===== config.mk =====
export PLATFORM = sky130hd
export DESIGN_NAME = selective_repeat_arq_control_top
export DESIGN_NICKNAME = d
export VERILOG_FILES = /design/src/rtl/srarq_pkg.sv /design/src/rtl/selective_repeat_arq_control_top.sv /design/src/rtl/srarq_win.sv /design/src/rtl/srarq_seq.sv /design/src/rtl/srarq_rbuf.sv
export SDC_FILE = /design/constraint.sdc
export NUM_CORES = 1
export LEC_CHECK = 0
export ABC_CLOCK_PERIOD_IN_PS = 6900
export CORE_UTILIZATION = 65
export CTS_BUF_LIST = sky130_fd_sc_hd__clkbuf_4
export CTS_CLUSTER_SIZE = 30
export DETAILED_ROUTE_END_ITERATION = 6
export DONT_BUFFER_PORTS = 1
export PLACE_DENSITY = 0.81
export SLEW_MARGIN = 5
export SYNTH_ARGS = -nofsm -noshare
export SYNTH_HDL_FRONTEND = slang
export SYNTH_HIERARCHICAL = 1
export SYNTH_SLANG_ARGS = --single-unit
export TNS_END_PERCENT = 1

===== constraint.sdc =====
create_clock -name clk -period 6.9 [get_ports clk]
set_clock_uncertainty 0.2 [all_clocks]
set_input_delay 0 -clock clk [delete_from_list [all_inputs] [get_ports clk]]
set_output_delay 0 -clock clk [all_outputs]
set_load 0.005 [all_outputs]

===== src/rtl/srarq_pkg.sv =====
// Shared types, codes and constants of the selective-repeat ARQ control core.
package srarq_pkg;

  localparam int MAX_SEQUENCE    = 15;
  localparam int SEQ_W           = 4;
  localparam int SEQ_CNT         = MAX_SEQUENCE + 1;
  localparam int WINDOW_SIZE_DEF = 8;
  localparam int RESULT_CAP      = 27;

  typedef logic [SEQ_W-1:0] seq_t;

  typedef enum logic [2:0] {
    KIND_NEW_PACKET   = 3'd0,
    KIND_PHY_READY    = 3'd1,
    KIND_FRAME        = 3'd2,
    KIND_ACK_TIMEOUT  = 3'd3,
    KIND_DATA_TIMEOUT = 3'd4
  } kind_t;

  localparam logic [1:0] FT_DATA = 2'd0;
  localparam logic [1:0] FT_NAK  = 2'd2;

  typedef enum logic [2:0] {
    ACT_NONE      = 3'd0,
    ACT_SEND_DATA = 3'd1,
    ACT_SEND_ACK  = 3'd2,
    ACT_SEND_NAK  = 3'd3,
    ACT_STORE     = 3'd4,
    ACT_DELIVER   = 3'd5,
    ACT_START_ACK = 3'd6,
    ACT_STOP_DATA = 3'd7
  } act_t;

  typedef struct packed {
    act_t action;
    seq_t seq;
    seq_t ack;
  } entry_t;

  typedef struct packed {
    logic   valid;
    entry_t entry;
  } emit_t;

  typedef struct packed {
    logic start;
    logic enable;
  } play_t;

  function automatic seq_t seq_next(input seq_t k);
    return (k == seq_t'(MAX_SEQUENCE)) ? seq_t'(0) : seq_t'(k + seq_t'(1));
  endfunction

  function automatic seq_t seq_prev(input seq_t k);
    return (k == seq_t'(0)) ? seq_t'(MAX_SEQUENCE) : seq_t'(k - seq_t'(1));
  endfunction

endpackage


===== src/rtl/selective_repeat_arq_control_top.sv =====
// Top level of the selective-repeat ARQ control core: stream ports, sequencer and result buffer.
// An accepted event passes a dispatch step, the walk steps (ack-or-nak choice, store check, nak
// request check, each delivery and its ack timer, each stopped data timer, the closing check of
// each walk) and a finish step; results then follow, one per cycle while m_tready is high.
// Only one event is in flight; s_tready returns after the last result transfer.
// Reset (rst, synchronous, active high) empties the windows and result buffer at once.
module selective_repeat_arq_control_top #(
  parameter int WINDOW_SIZE = srarq_pkg::WINDOW_SIZE_DEF
) (
  input  logic        clk,
  input  logic        rst,
  input  logic        s_tvalid,
  output logic        s_tready,
  // frame_good[0], frame_type[2:1], frame_seq[6:3], peer_ack[10:7], timer_number[14:11]
  input  logic [15:0] s_tdata,
  // kind[2:0]
  input  logic [2:0]  s_tuser,
  output logic        m_tvalid,
  input  logic        m_tready,
  // seq_out[3:0], ack_out[7:4], network_enable[8]
  output logic [15:0] m_tdata,
  // action[2:0]
  output logic [2:0]  m_tuser,
  output logic        m_tlast
);

  srarq_pkg::emit_t  emit;
  srarq_pkg::play_t  play;
  srarq_pkg::entry_t out_entry;
  logic              busy;
  logic              out_enable;

  srarq_seq #(
    .WINDOW_SIZE (WINDOW_SIZE)
  ) u_seq (
    .clk          (clk),
    .rst          (rst),
    .in_valid     (s_tvalid),
    .in_ready     (s_tready),
    .kind         (s_tuser),
    .frame_good   (s_tdata[0]),
    .frame_type   (s_tdata[2:1]),
    .frame_seq    (s_tdata[6:3]),
    .peer_ack     (s_tdata[10:7]),
    .timer_number (s_tdata[14:11]),
    .emit         (emit),
    .play         (play),
    .out_busy     (busy)
  );

  srarq_rbuf u_rbuf (
    .clk        (clk),
    .rst        (rst),
    .emit       (emit),
    .play       (play),
    .busy       (busy),
    .out_valid  (m_tvalid),
    .out_ready  (m_tready),
    .out_entry  (out_entry),
    .out_enable (out_enable),
    .out_last   (m_tlast)
  );

  assign m_tuser = out_entry.action;
  assign m_tdata = {7'b0, out_enable, out_entry.ack, out_entry.seq};

endmodule


===== src/rtl/srarq_win.sv =====
// Shared circular window compare unit: is b within [a, c) modulo the sequence space.
module srarq_win (
  input  srarq_pkg::seq_t a,
  input  srarq_pkg::seq_t b,
  input  srarq_pkg::seq_t c,
  output logic            hit
);

  logic a_le_b;
  logic b_lt_c;
  logic c_lt_a;

  assign a_le_b = (a <= b);
  assign b_lt_c = (b < c);
  assign c_lt_a = (c < a);
  assign hit    = (a_le_b && b_lt_c) || (c_lt_a && a_le_b) || (b_lt_c && c_lt_a);

endmodule


===== src/rtl/srarq_seq.sv =====
// Event sequencer: window state, arrived marks and the command walks over one shared compare.
module srarq_seq #(
  parameter int WINDOW_SIZE = srarq_pkg::WINDOW_SIZE_DEF
) (
  input  logic               clk,
  input  logic               rst,
  input  logic               in_valid,
  output logic               in_ready,
  input  logic [2:0]         kind,
  input  logic               frame_good,
  input  logic [1:0]         frame_type,
  input  srarq_pkg::seq_t    frame_seq,
  input  srarq_pkg::seq_t    peer_ack,
  input  srarq_pkg::seq_t    timer_number,
  output srarq_pkg::emit_t   emit,
  output srarq_pkg::play_t   play,
  input  logic               out_busy
);

  localparam int BW = $clog2(WINDOW_SIZE + 1);
  localparam int MW = (WINDOW_SIZE > 1) ? $clog2(WINDOW_SIZE) : 1;
  localparam int GMAX = (WINDOW_SIZE > srarq_pkg::SEQ_CNT) ? WINDOW_SIZE : srarq_pkg::SEQ_CNT;
  localparam int GW = $clog2(GMAX + 1);
  localparam srarq_pkg::seq_t RUE_RESET =
    srarq_pkg::seq_t'(WINDOW_SIZE % srarq_pkg::SEQ_CNT);

  typedef enum logic [9:0] {
    S_IDLE     = 10'b0000000001,
    S_EVENT    = 10'b0000000010,
    S_DATA     = 10'b0000000100,
    S_STORE    = 10'b0000001000,
    S_DELIVER  = 10'b0000010000,
    S_STARTACK = 10'b0000100000,
    S_NAKREQ   = 10'b0001000000,
    S_ACKWALK  = 10'b0010000000,
    S_FINISH   = 10'b0100000000,
    S_PLAY     = 10'b1000000000
  } state_t;

  state_t state, state_next;

  srarq_pkg::seq_t sle, sle_next;
  srarq_pkg::seq_t nsn, nsn_next;
  srarq_pkg::seq_t rle, rle_next;
  srarq_pkg::seq_t rue, rue_next;
  logic [BW-1:0]   buffered, buffered_next;
  logic [WINDOW_SIZE-1:0] marks, marks_next;
  logic            nak_allowed, nak_allowed_next;
  logic            phys, phys_next;
  logic [GW-1:0]   guard, guard_next;
  logic            any_emit, any_emit_next;

  logic [2:0]      kind_r;
  logic            good_r;
  logic [1:0]      type_r;
  srarq_pkg::seq_t seq_r;
  srarq_pkg::seq_t ack_r;
  srarq_pkg::seq_t timer_r;

  logic [MW-1:0]   mark_tbl [srarq_pkg::SEQ_CNT];
  logic [MW-1:0]   mark_addr;
  srarq_pkg::seq_t ack_now;
  srarq_pkg::seq_t want;
  srarq_pkg::seq_t win_a, win_b, win_c;
  logic            win_hit;

  for (genvar i = 0; i < srarq_pkg::SEQ_CNT; i++) begin : g_mark_tbl
    assign mark_tbl[i] = MW'(i % WINDOW_SIZE);
  end

  assign mark_addr = (state == S_STORE) ? mark_tbl[seq_r] : mark_tbl[rle];
  assign ack_now   = srarq_pkg::seq_prev(rle);
  assign want      = srarq_pkg::seq_next(ack_r);
  assign in_ready  = (state == S_IDLE);

  always_comb begin
    case (state)
      S_STORE: begin
        win_a = rle;
        win_b = seq_r;
        win_c = rue;
      end
      S_NAKREQ: begin
        win_a = sle;
        win_b = want;
        win_c = nsn;
      end
      default: begin
        win_a = sle;
        win_b = ack_r;
        win_c = nsn;
      end
    endcase
  end

  srarq_win u_win (
    .a   (win_a),
    .b   (win_b),
    .c   (win_c),
    .hit (win_hit)
  );

  always_comb begin
    state_next       = state;
    sle_next         = sle;
    nsn_next         = nsn;
    rle_next         = rle;
    rue_next         = rue;
    buffered_next    = buffered;
    marks_next       = marks;
    nak_allowed_next = nak_allowed;
    phys_next        = phys;
    guard_next       = guard;
    emit             = '0;
    play             = '0;

    case (state)
      S_IDLE: begin
        if (in_valid) begin
          state_next = S_EVENT;
        end
      end
      S_EVENT: begin
        state_next = S_FINISH;
        case (kind_r)
          srarq_pkg::KIND_NEW_PACKET: begin
            if (buffered < BW'(WINDOW_SIZE)) begin
              buffered_next      = buffered + BW'(1);
              emit.valid         = 1'b1;
              emit.entry.action  = srarq_pkg::ACT_SEND_DATA;
              emit.entry.seq     = nsn;
              emit.entry.ack     = ack_now;
              nsn_next           = srarq_pkg::seq_next(nsn);
              phys_next          = 1'b0;
            end
          end
          srarq_pkg::KIND_PHY_READY: begin
            phys_next = 1'b1;
          end
          srarq_pkg::KIND_FRAME: begin
            if (!good_r) begin
              if (nak_allowed) begin
                emit.valid        = 1'b1;
                emit.entry.action = srarq_pkg::ACT_SEND_NAK;
                emit.entry.ack    = ack_now;
                nak_allowed_next  = 1'b0;
                phys_next         = 1'b0;
              end
            end else if (type_r == srarq_pkg::FT_DATA) begin
              state_next = S_DATA;
            end else if (type_r == srarq_pkg::FT_NAK) begin
              state_next = S_NAKREQ;
            end else begin
              guard_next = '0;
              state_next = S_ACKWALK;
            end
          end
          srarq_pkg::KIND_ACK_TIMEOUT: begin
            emit.valid        = 1'b1;
            emit.entry.action = srarq_pkg::ACT_SEND_ACK;
            emit.entry.ack    = ack_now;
            phys_next         = 1'b0;
          end
          srarq_pkg::KIND_DATA_TIMEOUT: begin
            emit.valid        = 1'b1;
            emit.entry.action = srarq_pkg::ACT_SEND_DATA;
            emit.entry.seq    = timer_r;
            emit.entry.ack    = ack_now;
            phys_next         = 1'b0;
          end
          default: begin
          end
        endcase
      end
      S_DATA: begin
        emit.valid = 1'b1;
        if (seq_r != rle && nak_allowed) begin
          emit.entry.action = srarq_pkg::ACT_SEND_NAK;
          emit.entry.ack    = ack_now;
          nak_allowed_next  = 1'b0;
          phys_next         = 1'b0;
        end else begin
          emit.entry.action = srarq_pkg::ACT_START_ACK;
        end
        state_next = S_STORE;
      end
      S_STORE: begin
        guard_next = '0;
        if (win_hit && !marks[mark_addr]) begin
          marks_next[mark_addr] = 1'b1;
          emit.valid            = 1'b1;
          emit.entry.action     = srarq_pkg::ACT_STORE;
          emit.entry.seq        = seq_r;
          state_next            = S_DELIVER;
        end else begin
          state_next = S_ACKWALK;
        end
      end
      S_DELIVER: begin
        if (guard < GW'(WINDOW_SIZE) && marks[mark_addr]) begin
          emit.valid            = 1'b1;
          emit.entry.action     = srarq_pkg::ACT_DELIVER;
          emit.entry.seq        = rle;
          nak_allowed_next      = 1'b1;
          marks_next[mark_addr] = 1'b0;
          rle_next              = srarq_pkg::seq_next(rle);
          rue_next              = srarq_pkg::seq_next(rue);
          guard_next            = guard + GW'(1);
          state_next            = S_STARTACK;
        end else begin
          guard_next = '0;
          state_next = S_ACKWALK;
        end
      end
      S_STARTACK: begin
        emit.valid        = 1'b1;
        emit.entry.action = srarq_pkg::ACT_START_ACK;
        state_next        = S_DELIVER;
      end
      S_NAKREQ: begin
        if (win_hit) begin
          emit.valid        = 1'b1;
          emit.entry.action = srarq_pkg::ACT_SEND_DATA;
          emit.entry.seq    = want;
          emit.entry.ack    = ack_now;
          phys_next         = 1'b0;
        end
        guard_next = '0;
        state_next = S_ACKWALK;
      end
      S_ACKWALK: begin
        if (guard <= GW'(srarq_pkg::MAX_SEQUENCE) && win_hit) begin
          if (buffered != '0) begin
            buffered_next = buffered - BW'(1);
          end
          emit.valid        = 1'b1;
          emit.entry.action = srarq_pkg::ACT_STOP_DATA;
          emit.entry.seq    = sle;
          sle_next          = srarq_pkg::seq_next(sle);
          guard_next        = guard + GW'(1);
        end else begin
          state_next = S_FINISH;
        end
      end
      S_FINISH: begin
        if (!any_emit) begin
          emit.valid        = 1'b1;
          emit.entry.action = srarq_pkg::ACT_NONE;
        end
        play.start  = 1'b1;
        play.enable = (buffered < BW'(WINDOW_SIZE)) && phys;
        state_next  = S_PLAY;
      end
      S_PLAY: begin
        if (!out_busy) begin
          state_next = S_IDLE;
        end
      end
      default: begin
        state_next = S_IDLE;
      end
    endcase
  end

  assign any_emit_next = (state == S_IDLE) ? 1'b0 : (any_emit || emit.valid);

  always_ff @(posedge clk) begin
    if (rst) begin
      state       <= S_IDLE;
      sle         <= '0;
      nsn         <= '0;
      rle         <= '0;
      rue         <= RUE_RESET;
      buffered    <= '0;
      marks       <= '0;
      nak_allowed <= 1'b1;
      phys        <= 1'b0;
      guard       <= '0;
      any_emit    <= 1'b0;
    end else begin
      state       <= state_next;
      sle         <= sle_next;
      nsn         <= nsn_next;
      rle         <= rle_next;
      rue         <= rue_next;
      buffered    <= buffered_next;
      marks       <= marks_next;
      nak_allowed <= nak_allowed_next;
      phys        <= phys_next;
      guard       <= guard_next;
      any_emit    <= any_emit_next;
    end
  end

  always_ff @(posedge clk) begin
    if (state == S_IDLE && in_valid) begin
      kind_r  <= kind;
      good_r  <= frame_good;
      type_r  <= frame_type;
      seq_r   <= frame_seq;
      ack_r   <= peer_ack;
      timer_r <= timer_number;
    end
  end

  a_buffered_bound: assert property (@(posedge clk) disable iff (rst)
    buffered <= BW'(WINDOW_SIZE))
    else $error("buffered count above window size");

  a_no_emit_idle: assert property (@(posedge clk) disable iff (rst)
    emit.valid |-> (state != S_IDLE && state != S_PLAY))
    else $error("command produced outside an event");

  a_accept_starts: assert property (@(posedge clk) disable iff (rst)
    (state == S_IDLE && in_valid) |=> (state == S_EVENT))
    else $error("accepted transfer did not start an event");

  a_play_follows: assert property (@(posedge clk) disable iff (rst)
    play.start |=> (state == S_PLAY && out_busy))
    else $error("playback did not start after finish");

endmodule


===== src/rtl/srarq_rbuf.sv =====
// Result buffer: collects the commands of one event and plays them out with enable and last.
module srarq_rbuf (
  input  logic               clk,
  input  logic               rst,
  input  srarq_pkg::emit_t   emit,
  input  srarq_pkg::play_t   play,
  output logic               busy,
  output logic               out_valid,
  input  logic               out_ready,
  output srarq_pkg::entry_t  out_entry,
  output logic               out_enable,
  output logic               out_last
);

  localparam int AW = $clog2(srarq_pkg::RESULT_CAP);
  localparam int CW = $clog2(srarq_pkg::RESULT_CAP + 1);

  srarq_pkg::entry_t mem [srarq_pkg::RESULT_CAP];

  logic [CW-1:0] wr_cnt;
  logic [CW-1:0] rd_ptr;
  logic          playing;
  logic          wr_en;
  logic          load;
  logic          drained;

  assign wr_en   = emit.valid && (wr_cnt < CW'(srarq_pkg::RESULT_CAP));
  assign load    = playing && (!out_valid || out_ready) && (rd_ptr != wr_cnt);
  assign drained = playing && (rd_ptr == wr_cnt) && (!out_valid || out_ready);
  assign busy    = playing;

  always_ff @(posedge clk) begin
    if (wr_en) begin
      mem[wr_cnt[AW-1:0]] <= emit.entry;
    end
  end

  always_ff @(posedge clk) begin
    if (load) begin
      out_entry <= mem[rd_ptr[AW-1:0]];
      out_last  <= ((rd_ptr + CW'(1)) == wr_cnt);
    end
    if (play.start) begin
      out_enable <= play.enable;
    end
  end

  always_ff @(posedge clk) begin
    if (rst) begin
      wr_cnt    <= '0;
      rd_ptr    <= '0;
      playing   <= 1'b0;
      out_valid <= 1'b0;
    end else begin
      if (wr_en) begin
        wr_cnt <= wr_cnt + CW'(1);
      end
      if (play.start) begin
        playing <= 1'b1;
        rd_ptr  <= '0;
      end
      if (load) begin
        out_valid <= 1'b1;
        rd_ptr    <= rd_ptr + CW'(1);
      end else if (out_valid && out_ready) begin
        out_valid <= 1'b0;
      end
      if (drained) begin
        playing <= 1'b0;
        wr_cnt  <= '0;
      end
    end
  end

  a_valid_in_play: assert property (@(posedge clk) disable iff (rst)
    out_valid |-> playing)
    else $error("result shown outside playback");

  a_no_fill_in_play: assert property (@(posedge clk) disable iff (rst)
    (emit.valid || play.start) |-> !playing)
    else $error("buffer written during playback");

  a_last_at_end: assert property (@(posedge clk) disable iff (rst)
    (out_valid && out_last) |-> (rd_ptr == wr_cnt))
    else $error("last result shown before buffer end");

endmodule


==> out/qor.csv, run 1 <==
stage;metric;value;unit
detailed_routing;DR iter-0 viols;1262;
critical_path;CP endpoint kind;flip-flop;
cts;CTS root buf;clkbuf_4;
critical_path;Crit. Startpoint;u_seq/state[2]$_SDFFE_PP0P_;
cts;Clock Latency Late Sink;740;ps
global_route;vias in the first global route;10800;
synthesis;synthesized netlist cell count;1159;
floorplan;I/O pins;45;
power_and_ir_drop;P_sw;0.00103;W
layout;commonest non-fill, non-tap cell in the layout;edfxtp_1;
cts;CTS tree;yes;
floorplan;Die X;163;um
floorplan;chip height;163;um
timing;Max Slew Vio Count;0;
critical_path;type of origin of the critical path;flip-flop;
run;max-cap viol count;0;
critical_path;FF-to-FF path depth;17;
detailed_routing;DR pass1 iterations;5;
hold_path;HP Start;rst;
global_route;first-pass GRT wire length;59.5;mm
timing;crit path time final;5830;ps
critical_path;WP data required;7040;ps
synthesis;sequential-to-total area share from yosys stat;65.5;%
placed_design;HPWL Detailed;23.4;mm
critical_path;Arr. time, crit path;5970;ps
detailed_routing;vias per cell;6.38;
power_and_ir_drop;PwrDens;241;nW/um2
detailed_routing;Routed WL;38.6;mm
detailed_routing;via count;10700;
cts;H-tree Lvls;3;
timing;total negative slack;0;ps
synthesis;Post-synth EDFFs;328;
critical_path;FF-to-FF setup slack;1070;ps
timing;Final Hold Viols;0;
cts;CTS max path bufs;3;
power_and_ir_drop;switching share of power;22.5;%
power_and_ir_drop;VDD IR max;0.141;mV
detailed_routing;DRC viols;0;
layout;share of cells above drive strength 1;20.9;%
synthesis;Post-Syn Area;16800;um2
timing;max_slew headroom;13.2;%
synthesis;predominant post-synthesis flop cell;edfxtp_1;
synthesis;Synth cell types;80;
power_and_ir_drop;Gate power share;3.5;%
critical_path;Setup crit end;u_rbuf/mem[15][9]$_DFFE_PP_;
run_status;status;complete, no violations;
critical_path;Crit Path Category;reg2reg;
detailed_routing;routed wire length per instance;22.9;um
floorplan;die area;26500;um2
critical_path;CP max FO;13;
timing;Worst-Margin Slew;1300;ps
global_route;initial antenna violation count;1;
synthesis;number of synthesized register bits;386;
timing;unrepaired setup endpoints after global routing;no;
cts;CTS sink count;386;
layout;fin nets;1331;
layout;most frequent cells in the layout;edfxtp_1 (328), clkbuf_4 (136), nand2_1 (93);
power_and_ir_drop;Clk pwr share;40.4;%
power_and_ir_drop;Internal;0.00354;W
cts;CTS clk-pin slew, worst paths;60;ps
critical_path;r2r startpoint;u_seq/state[2]$_SDFFE_PP0P_;
critical_path;Critical R2R Capture;u_rbuf/mem[15][9]$_DFFE_PP_;
synthesis;Yosys warnings;6;
timing;Hold WS;50.4;ps
timing;fmax;171;MHz
synthesis;syn avg cell area;14.5;um2
cts;post_cts resized;0;
power_and_ir_drop;Sequential Power Share;56.0;%
timing;final period utilization;84.5;%
cts;CTS buffer count;92;
timing;Final Setup Violations;0;
floorplan;core area;25300;um2
hold_path;Hold WC Path Type;in2reg;
global_route;Tot GR Track Use;30.4;%
global_route;grt ovf;0;
floorplan;FP Rows;58;
detailed_routing;DRT antenna net count;0;
floorplan;Starting Density;66.5;%
placed_design;PortBufs;0;
power_and_ir_drop;Leak Pwr;6.98;nW
synthesis;fraction of registers with async set/reset;0;%
global_route;pin count of the biggest net entering global routing;79;
placed_design;final RePlAce weighted congestion;0.894;
layout;area growth from synthesis to layout;12.7;%
==> sequential cells by signal, indices dropped and copies added, names as in the netlist, named ones only <==
name               count
u_rbuf/busy            1
u_rbuf/mem           297
u_rbuf/out_enable      1
u_rbuf/out_entry      11
u_rbuf/out_last        1
u_rbuf/out_valid       1
u_rbuf/rd_ptr          5
u_rbuf/wr_cnt          5
u_seq/ack_r            4
u_seq/any_emit         1
u_seq/buffered         4
u_seq/good_r           1
u_seq/guard            5
u_seq/kind_r           3
u_seq/nak_allowed      1
u_seq/nsn              4
u_seq/phys             1
u_seq/rle              4
u_seq/rue              4
u_seq/seq_r            4
u_seq/sle              4
u_seq/state           10
u_seq/timer_r          4
u_seq/type_r           2
==> routing by layer <==
layer / track usage, % / vias up / part of all wire (%)
met5: 0 / - / 0
met4: 13.3 / 0 / 3.6
met3: 6.62 / 97 / 8.8
met2: 50.3 / 563 / 50
met1: 39.0 / 5287 / 38
li1: - / 4797 / -
==> through the flow <==
stage | power, W | setup slack, ps | instance area [um2] | std cells | util (%)
after floorplan | 0.00270 | 1200 | 16800 | 1165 | -
after global placement | 0.00274 | 1280 | 17300 | 1474 | 68.5
after detailed placement | 0.00274 | 1210 | 17300 | 1474 | 68.5
after CTS | 0.00460 | 1160 | 18900 | 1682 | 75.0
after global routing | 0.00473 | 770 | 18900 | 1683 | 75.0
final | 0.00457 | 1070 | 18900 | 1683 | 75.0
==> power groups by stage <==
stage / registers [W] / clock network (W) / logic (W)
CTS: 0.00256 / 0.00188 / 0.000156
global placement: 0.00261 / 0 / 0.000126
detailed placement: 0.00261 / 0 / 0.000129
global route: 0.00256 / 0.00199 / 0.000175
floorplan: 0.00260 / 0 / 0.000100
finish: 0.00256 / 0.00185 / 0.000161
==> area by class of cell <==
type	instances	area, um2
Sequential cell	386	11000
Fill cell	1519	6320
Multi-Input combinational cell	681	5410
Clock buffer	136	1020
Timing Repair Buffer	86	773
Tap cell	330	413
Clock inverter	28	164
Inverter	35	131
Antenna cell	1	2.50
==> repair_timing <==
| action | in CTS | in global routing |
|---|---|---|
| endpoints found under the hold margin | 106 | 0 |
| hold buffers | 44 | 0 |
| buffers inserted | 0 | 0 |
==> worst max-delay path: stages, from the launching register on <==
cell and delay, ps:
dfxtp_1 340, or3_1 460, nor2_1 360, nand2_1 140, nor3b_2 480, nor2_1 170
a221o_1 340, ha_1 290, a21oi_1 130, nor2_1 70, a211oi_2 210, maj3_1 450
inv_1 180, nor3_2 230, buf_4 220, nand4b_1 240, o21a_1 320, and4_1 630
==> cell usage after synthesis, types with 7 or more instances <==
cell / number / area share (%)
a211oi_1: 13 / 0.58
a21o_1: 12 / 0.54
a21oi_1: 52 / 1.5
a221o_1: 7 / 0.42
a31oi_1: 8 / 0.30
a32o_1: 7 / 0.42
buf_2: 23 / 0.68
buf_4: 13 / 0.58
clkbuf_1: 26 / 0.58
dfxtp_1: 58 / 6.9
edfxtp_1: 328 / 59
ha_1: 25 / 1.9
inv_1: 35 / 0.78
mux2_1: 11 / 0.74
mux2_2: 11 / 0.74
mux2i_1: 31 / 1.8
mux4_2: 55 / 7.4
nand2_1: 93 / 2.1
nand3_1: 33 / 0.98
nand4b_1: 8 / 0.42
nor2_1: 80 / 1.8
nor2b_1: 17 / 0.63
nor3_1: 20 / 0.60
nor3b_1: 9 / 0.40
o21ai_0: 18 / 0.54
o21ai_1: 11 / 0.33
o22ai_1: 13 / 0.48
o32ai_1: 10 / 0.52
or3_1: 11 / 0.41
xor2_1: 18 / 0.94
==> worst min path at each step <==
| stage | endpoint | slack [ps] | cells after the start |
|---|---|---|---|
| 6_report | u_seq/rue[0]$_SDFFE_PP0P_ | 50 | 3 |
| 5_1_grt | u_seq/rle[3]$_SDFFE_PP0P_ | 40 | 3 |
| 4_1_cts | u_seq/rue[0]$_SDFFE_PP0P_ | 7 | 3 |
| 3_5_place_dp | u_rbuf/rd_ptr[1]$_SDFFE_PP0P_ | -120 | 1 |
| 3_3_place_gp | u_rbuf/out_valid$_SDFFE_PP0P_ | -120 | 1 |
| 2_1_floorplan | u_seq/ack_r[0]$_DFFE_PP_ | -100 | 0 |
==> logic make-up after synthesis <==
logic type | share of synthesized area [%]
XOR/XNOR | 1.25
other | 0.0223
adder cells (fa/ha/maj) | 2.04
AO/OA/AOI/OAI | 7.65
buffers and inverters | 2.65
AND/OR/NAND/NOR | 10.1
multiplexers | 10.8
flip-flops | 65.5
(Power assumes the default switching activity.)
==> inputs of run 2 (changes only) <==
--- a/config.mk
+++ b/config.mk
@@ -5,7 +5,7 @@
 export SDC_FILE = /design/constraint.sdc
 export NUM_CORES = 1
 export LEC_CHECK = 0
-export ABC_CLOCK_PERIOD_IN_PS = 6900
+export ABC_CLOCK_PERIOD_IN_PS = 6000
 export CORE_UTILIZATION = 65
 export CTS_BUF_LIST = sky130_fd_sc_hd__clkbuf_4
 export CTS_CLUSTER_SIZE = 30
==> constraint.sdc (replaced) <==
create_clock -name clk -period 6 [get_ports clk]
set_clock_uncertainty 0.2 [all_clocks]
set_input_delay 0 -clock clk [delete_from_list [all_inputs] [get_ports clk]]
set_output_delay 0 -clock clk [all_outputs]
set_load 0.005 [all_outputs]
==> run 2 against run 1 <==
Compared with the run above: die area unchanged; global-route usage down 0.75 points; largest power group unchanged; critical endpoint is now u_rbuf/mem[26][6]$_DFFE_PP_; routed wire length down 1.8%; first-iteration DRC count down 2.8%; clock power up 17%; clock-buffer cell count up 6.
==> out/qor.csv, run 2 (synthesized netlist as in run 1, its figures left out) <==
stage;metric;value;unit;change
hold_path;Hold WC Path Type;in2reg;;unchanged
floorplan;core area;25300;um2;unchanged
timing;unrepaired setup endpoints after global routing;no;;unchanged
detailed_routing;DRC viols;0;;unchanged
cts;post-CTS setup buffers;0;;unchanged
run_status;status;complete, no violations;;unchanged
cts;H-tree Lvls;3;;unchanged
critical_path;Worst path slowest cell;a221o_1;;was and4_1
detailed_routing;DR iter-0 viols;1227;;was 1262
critical_path;FF-to-FF setup slack;340;ps;was 1070 ps
global_route;busiest grt layer;met2;;unchanged
critical_path;Most common cell on crit path;nor2_1;;unchanged
cts;post_cts resized;0;;unchanged
critical_path;CP endpoint kind;flip-flop;;unchanged
global_route;vias in the first global route;10700;;was 10800
layout;max reg flops;297;;unchanged
critical_path;WP data required;6110;ps;was 7040 ps
detailed_routing;Routed WL;37.9;mm;was 38.6 mm
timing;crit path time final;5660;ps;was 5830 ps
critical_path;crit path cell chain;or3_1, nor2_1, nand2_1, nor3b_2, nor2_1, a221o_1, ha_1, a21oi_1, nor2_1, a211oi_2, maj3_1, o21ai_0, nor2_1, buf_4, nand2_1, o211ai_1, a221o_1;;was or3_1, nor2_1, nand2_1, nor3b_2, nor2_1, a221o_1, ha_1, a21oi_1, nor2_1, a211oi_2, maj3_1, inv_1, nor3_2, buf_4, nand4b_1, o21a_1, and4_1
detailed_routing;routed wire length per instance;22.5;um;was 22.9 um
floorplan;chip height;163;um;unchanged
cts;CTS sink count;386;;unchanged
hold_path;hold endpoint;u_seq/state[4]$_SDFFE_PP0P_;;was u_seq/rue[0]$_SDFFE_PP0P_
timing;Worst-Margin Slew;1230;ps;was 1300 ps
floorplan;Die X;163;um;unchanged
run;max-cap viol count;0;;unchanged
timing;final period utilization;94.4;%;was 84.5%
critical_path;FF-to-FF path depth;17;;unchanged
global_route;pin count of the biggest net entering global routing;63;;was 79
power_and_ir_drop;Leak Pwr;6.97;nW;was 6.98 nW
layout;utilization after layout;75.2;%;was 75.0%
timing;Max Slew Vio Count;0;;unchanged
floorplan;die area;26500;um2;unchanged
critical_path;CP max FO;27;;was 13
critical_path;Arr. time, crit path;5770;ps;was 5970 ps
global_route;routing usage on met1;39.3;%;was 39.0%
cts;CTS buffer count;95;;was 92
cts;Clock Latency Late Sink;720;ps;was 740 ps
critical_path;r2r startpoint;u_seq/state[4]$_SDFFE_PP0P_;;was u_seq/state[2]$_SDFFE_PP0P_
cts;CTS clk-pin slew, worst paths;60;ps;about the same
global_route;grt ovf;0;;unchanged
layout;commonest non-fill, non-tap cell in the layout;edfxtp_1;;unchanged
floorplan;I/O pins;45;;unchanged
hold_path;HP Start;rst;;unchanged
power_and_ir_drop;VDD IR max;0.266;mV;was 0.141 mV
cts;CTS max path bufs;3;;unchanged
placed_design;HPWL Detailed;23.4;mm;about the same
critical_path;CP peak stage delay;960;ps;was 630 ps
placed_design;PortBufs;0;;unchanged
layout;most frequent cells in the layout;edfxtp_1 (328), clkbuf_4 (142), nand2_1 (93);;was edfxtp_1 (328), clkbuf_4 (136), nand2_1 (93)
floorplan;Starting Density;66.5;%;unchanged
timing;Final Hold Viols;0;;unchanged
timing;Final Setup Violations;0;;unchanged
cts;CTS root buf;clkbuf_4;;unchanged
floorplan;FP Rows;58;;unchanged
placed_design;Place WS;459;ps;was 1210 ps
timing;total negative slack;0;ps;unchanged
global_route;first-pass GRT wire length;58.6;mm;was 59.5 mm
global_route;met3 GRT Util;6.14;%;was 6.62%
global_route;initial antenna violation count;1;;unchanged
timing;max_slew headroom;17.7;%;was 13.2%
timing;fmax;177;MHz;was 171 MHz
detailed_routing;vias per cell;6.44;;was 6.38
global_route;Tot GR Track Use;29.7;%;was 30.4%
layout;share of cells above drive strength 1;21.3;%;was 20.9%
power_and_ir_drop;PwrDens;279;nW/um2;was 241 nW/um2
detailed_routing;via count;10900;;was 10700
hold_path;hold path cells;3;;unchanged
critical_path;Crit Path Category;reg2reg;;unchanged
critical_path;Critical R2R Capture;u_rbuf/mem[26][6]$_DFFE_PP_;;was u_rbuf/mem[15][9]$_DFFE_PP_
detailed_routing;DR pass1 iterations;6;;was 5
layout;fin nets;1335;;was 1331
layout;area growth from synthesis to layout;13.0;%;was 12.7%
cts;CTS tree;yes;;unchanged
timing;final worst slack;338;ps;was 1070 ps
detailed_routing;DRT antenna net count;0;;unchanged
placed_design;final RePlAce weighted congestion;0.918;;was 0.894
global_route;GR Layer Usage met2;48.4;%;was 50.3%
critical_path;type of origin of the critical path;flip-flop;;unchanged
[run 2: cell count changes in the layout (fill, tap and decap cells not counted)]
cell and delta:
buf_4 +1, bufinv_16 +1, clkbuf_4 +6, clkinv_1 -2, clkinv_2 +1, clkinv_4 -1, clkinvlp_4 +1, inv_6 -1
inv_8 -1
[run 2: worst max path at each step]
stage,from,to,slack (ps),cells past startpoint
floorplan,u_seq/state[2]$_SDFFE_PP0P_,u_rbuf/mem[11][0]$_DFFE_PP_,300,18
global placement,u_seq/state[2]$_SDFFE_PP0P_,u_rbuf/mem[19][6]$_DFFE_PP_,640,17
detailed placement,u_seq/state[2]$_SDFFE_PP0P_,u_rbuf/mem[20][6]$_DFFE_PP_,460,17
CTS,u_seq/state[4]$_SDFFE_PP0P_,u_rbuf/mem[26][6]$_DFFE_PP_,450,17
global route,u_seq/state[4]$_SDFFE_PP0P_,u_rbuf/mem[26][6]$_DFFE_PP_,160,19
finish,u_seq/state[4]$_SDFFE_PP0P_,u_rbuf/mem[26][6]$_DFFE_PP_,340,17
[run 2: area by class of cell]
class / instances / area, um2
Clock inverter: 26 / 170
Sequential cell: 386 / 11000
Multi-Input combinational cell: 681 / 5410
Fill cell: 1479 / 6260
Tap cell: 330 / 413
Timing Repair Buffer: 87 / 781
Clock buffer: 142 / 1070
Antenna cell: 1 / 2.50
Inverter: 35 / 131
[run 2: repair_timing]
action                                  CTS  global route
endpoints found under the hold margin   106             0
endpoints found under the setup margin    0             0
hold buffers                             44             0
[run 2: per-stage QoR]
stage	std cells	total power, W	cell area (um2)	hold WS, ps
after global placement	1475	0.00315	17300	-121
after detailed placement	1475	0.00315	17300	-123
final	1688	0.00530	19000	89.0
after floorplan	1165	0.00311	16800	-101
after CTS	1687	0.00534	19000	50.4
after global routing	1688	0.00549	19000	72.5
[run 2: worst max-delay path, delay by kind of cell, from the launching register on]
| kind | cells | cell delay [ps] |
|---|---|---|
| DFF | 1 | 350 |
| adders and majority gates | 2 | 570 |
| buffers and inverters | 1 | 250 |
| AOI/OAI and AO/OA | 6 | 1950 |
| and+or+nand+nor | 8 | 1930 |
[run 2: routing by layer]
metal	part of all wire, %	wire length (um)
met1	38	14400
met2	49	18500
met3	9.8	3730
met4	3.6	1360
met5	0	0
[run 2: power breakdown]
group / switching (W) / total, W / internal (W) / leakage, nW
Clock: 0.00100 / 0.00217 / 0.00117 / 0.727
Combinational: 0.000118 / 0.000188 / 0.0000694 / 2.52
Sequential: 0.0000271 / 0.00294 / 0.00292 / 3.72
Total: 0.00115 / 0.00530 / 0.00415 / 6.97
==> inputs of run 3 (changes only) <==
--- a/config.mk
+++ b/config.mk
@@ -6,12 +6,12 @@
 export NUM_CORES = 1
 export LEC_CHECK = 0
 export ABC_CLOCK_PERIOD_IN_PS = 6000
-export CORE_UTILIZATION = 65
+export CORE_UTILIZATION = 66
 export CTS_BUF_LIST = sky130_fd_sc_hd__clkbuf_4
 export CTS_CLUSTER_SIZE = 30
 export DETAILED_ROUTE_END_ITERATION = 6
 export DONT_BUFFER_PORTS = 1
-export PLACE_DENSITY = 0.81
+export PLACE_DENSITY = 0.82
 export SLEW_MARGIN = 5
 export SYNTH_ARGS = -nofsm -noshare
 export SYNTH_HDL_FRONTEND = slang
==> run 3 against run 2 <==
Compared with the run above: routed wire length increased by 0.60%; core utilization increased by 0.57 points; via count increased by 0.29%; sequential power about the same; final area increased by 0.18%; register-to-register slack improved by 70 ps; critical path depth increased by 3; worst hold slack about the same; worst setup slack improved by 70 ps; sequential share of layout area decreased by 0.11 points; largest power group unchanged; highest routed layer unchanged.
==> out/qor.csv, run 3 (synthesized netlist as in run 1, its figures left out) <==
stage;metric;value;unit;change
cts;H-tree Lvls;3;;unchanged
cts;CTS clk-pin slew, worst paths;70;ps;was 60 ps
floorplan;die area;26100;um2;was 26500 um2
detailed_routing;Routed WL;38.2;mm;was 37.9 mm
global_route;vias in the first global route;10700;;about the same
detailed_routing;vias per cell;6.42;;was 6.44
cts;CTS sink count;386;;unchanged
layout;share of cells above drive strength 1;21.2;%;was 21.3%
global_route;pin count of the biggest net entering global routing;61;;was 63
timing;fmax;179;MHz;was 177 MHz
floorplan;chip height;162;um;was 163 um
cts;CTS max path bufs;3;;unchanged
power_and_ir_drop;total power;0.00535;W;was 0.00530 W
detailed_routing;routed wire length per instance;22.5;um;about the same
timing;Worst-Margin Slew;1290;ps;was 1230 ps
power_and_ir_drop;Leak Pwr;6.99;nW;was 6.97 nW
critical_path;type of origin of the critical path;flip-flop;;unchanged
detailed_routing;DRC viols;0;;unchanged
layout;# fillers;1473;;was 1479
global_route;first-pass GRT wire length;58.3;mm;was 58.6 mm
timing;Hold WS;89.2;ps;was 89.0 ps
global_route;initial antenna violation count;1;;unchanged
hold_path;Hold WC Path Type;in2reg;;unchanged
global_route;Tot GR Track Use;30.1;%;was 29.7%
layout;area growth from synthesis to layout;13.2;%;was 13.0%
floorplan;Starting Density;66.9;%;was 66.5%
run;max-cap viol count;0;;unchanged
placed_design;HPWL Detailed;23.5;mm;was 23.4 mm
floorplan;Die X;162;um;was 163 um
timing;unrepaired setup endpoints after global routing;no;;unchanged
layout;Cell Count, Final, Fillers Out;1696;;was 1688
layout;commonest non-fill, non-tap cell in the layout;edfxtp_1;;unchanged
cts;CTS tree;yes;;unchanged
floorplan;FP Rows;58;;unchanged
layout;Reg area;11000;um2;unchanged
detailed_routing;DR pass1 iterations;5;;was 6
timing;Final Hold Viols;0;;unchanged
timing;Final Setup Violations;0;;unchanged
critical_path;Arr. time, crit path;5790;ps;was 5770 ps
floorplan;I/O pins;45;;unchanged
timing;crit path time final;5590;ps;was 5660 ps
global_route;grt ovf;0;;unchanged
timing;final period utilization;93.2;%;was 94.4%
placed_design;placed insts;1476;;was 1475
power_and_ir_drop;VDD IR max;0.290;mV;was 0.266 mV
critical_path;CP endpoint kind;flip-flop;;unchanged
timing;max_slew headroom;14.0;%;was 17.7%
critical_path;Crit Path Category;reg2reg;;unchanged
layout;most frequent cells in the layout;edfxtp_1 (328), clkbuf_4 (134), nand2_1 (93);;was edfxtp_1 (328), clkbuf_4 (142), nand2_1 (93)
cts;CTS buffer count;94;;was 95
placed_design;final RePlAce weighted congestion;0.941;;was 0.918
layout;fin nets;1333;;was 1335
critical_path;CP max FO;11;;was 27
layout;utilization after layout;75.8;%;was 75.2%
timing;Max Slew Vio Count;0;;unchanged
detailed_routing;DRT antenna net count;0;;unchanged
power_and_ir_drop;PwrDens;281;nW/um2;was 279 nW/um2
critical_path;WP data required;6200;ps;was 6110 ps
timing;total negative slack;0;ps;unchanged
detailed_routing;via count;10900;;about the same
cts;CTS root buf;clkbuf_4;;unchanged
layout;area of the multi-input gates;5420;um2;was 5410 um2
placed_design;PortBufs;0;;unchanged
layout;max reg flops;297;;unchanged
detailed_routing;DR iter-0 viols;1230;;was 1227
cts;Clock Latency Late Sink;730;ps;was 720 ps
cts;post-CTS setup buffers;0;;unchanged
floorplan;core area;25100;um2;was 25300 um2
run_status;status;complete, no violations;;unchanged
==> run 3: cell type report <==
type / count / share of cell area, %
clock buffer: 134 / 5.29
tap: 330 / 2.17
clock inverter: 43 / 1.43
inverter: 35 / 0.690
antenna: 1 / 0.0131
sequential: 386 / 57.9
multi-input combinational: 681 / 28.5
timing repair buffer: 86 / 4.04
==> run 3: power by group <==
| group | switching (W) | internal (W) |
|---|---|---|
| clock network | 0.00105 | 0.00118 |
| logic | 0.000119 | 0.0000668 |
| registers | 0.0000281 | 0.00292 |
| total | 0.00119 | 0.00416 |
==> run 3: worst max-delay path, cell delays in order, from the launching register on <==
cell and delay [ps]:
dfxtp_1 360, or3_1 480, nor2_2 250, nand2_1 120
nor3b_2 400, nor2_1 170, a221o_1 350, ha_1 300
a21oi_1 130, nor2_1 70, a211oi_2 190, maj3_1 380
o21ai_0 190, nor2_1 180, buf_4 240, nor3b_1 90
nand4b_1 190, nor2b_2 300, nand2_1 220, nor3_1 230
buf_4 250
==> run 3: final timing paths <==
| path | startpoint | endpoint | slack, ps | cells after the start |
|---|---|---|---|---|
| max | u_seq/state[2]$_SDFFE_PP0P_ | u_rbuf/mem[3][10]$_DFFE_PP_ | 410 | 20 |
| min | rst | u_seq/rle[2]$_SDFFE_PP0P_ | 90 | 3 |
| max reg2reg | u_seq/state[2]$_SDFFE_PP0P_ | u_rbuf/mem[3][10]$_DFFE_PP_ | 410 | 20 |
| min reg2reg | flip-flop | flip-flop | 290 | 1 |
==> run 3: repair_timing <==
item	in CTS	in global routing
hold buffers	42	0
setup endpoints to repair	0	223
resized for setup	0	3
hold endpoints to repair	106	0
==> run 3: metal layers <==
metal | global-route usage, % | vias to the layer above | routed length (um)
met1 | 38.5 | 5302 | 14200
li1 | - | 4820 | -
met4 | 14.5 | 0 | 1400
met3 | 6.45 | 106 | 3820
met5 | 0 | - | 0
met2 | 49.4 | 668 | 18800
==> run 3: stage by stage <==
step                cell area, um2  setup slack (ps)
floorplan                    16800               305
global placement             17300               601
detailed placement           17300               378
CTS                          19000               341
global route                 19000              5.17
finish                       19000               408
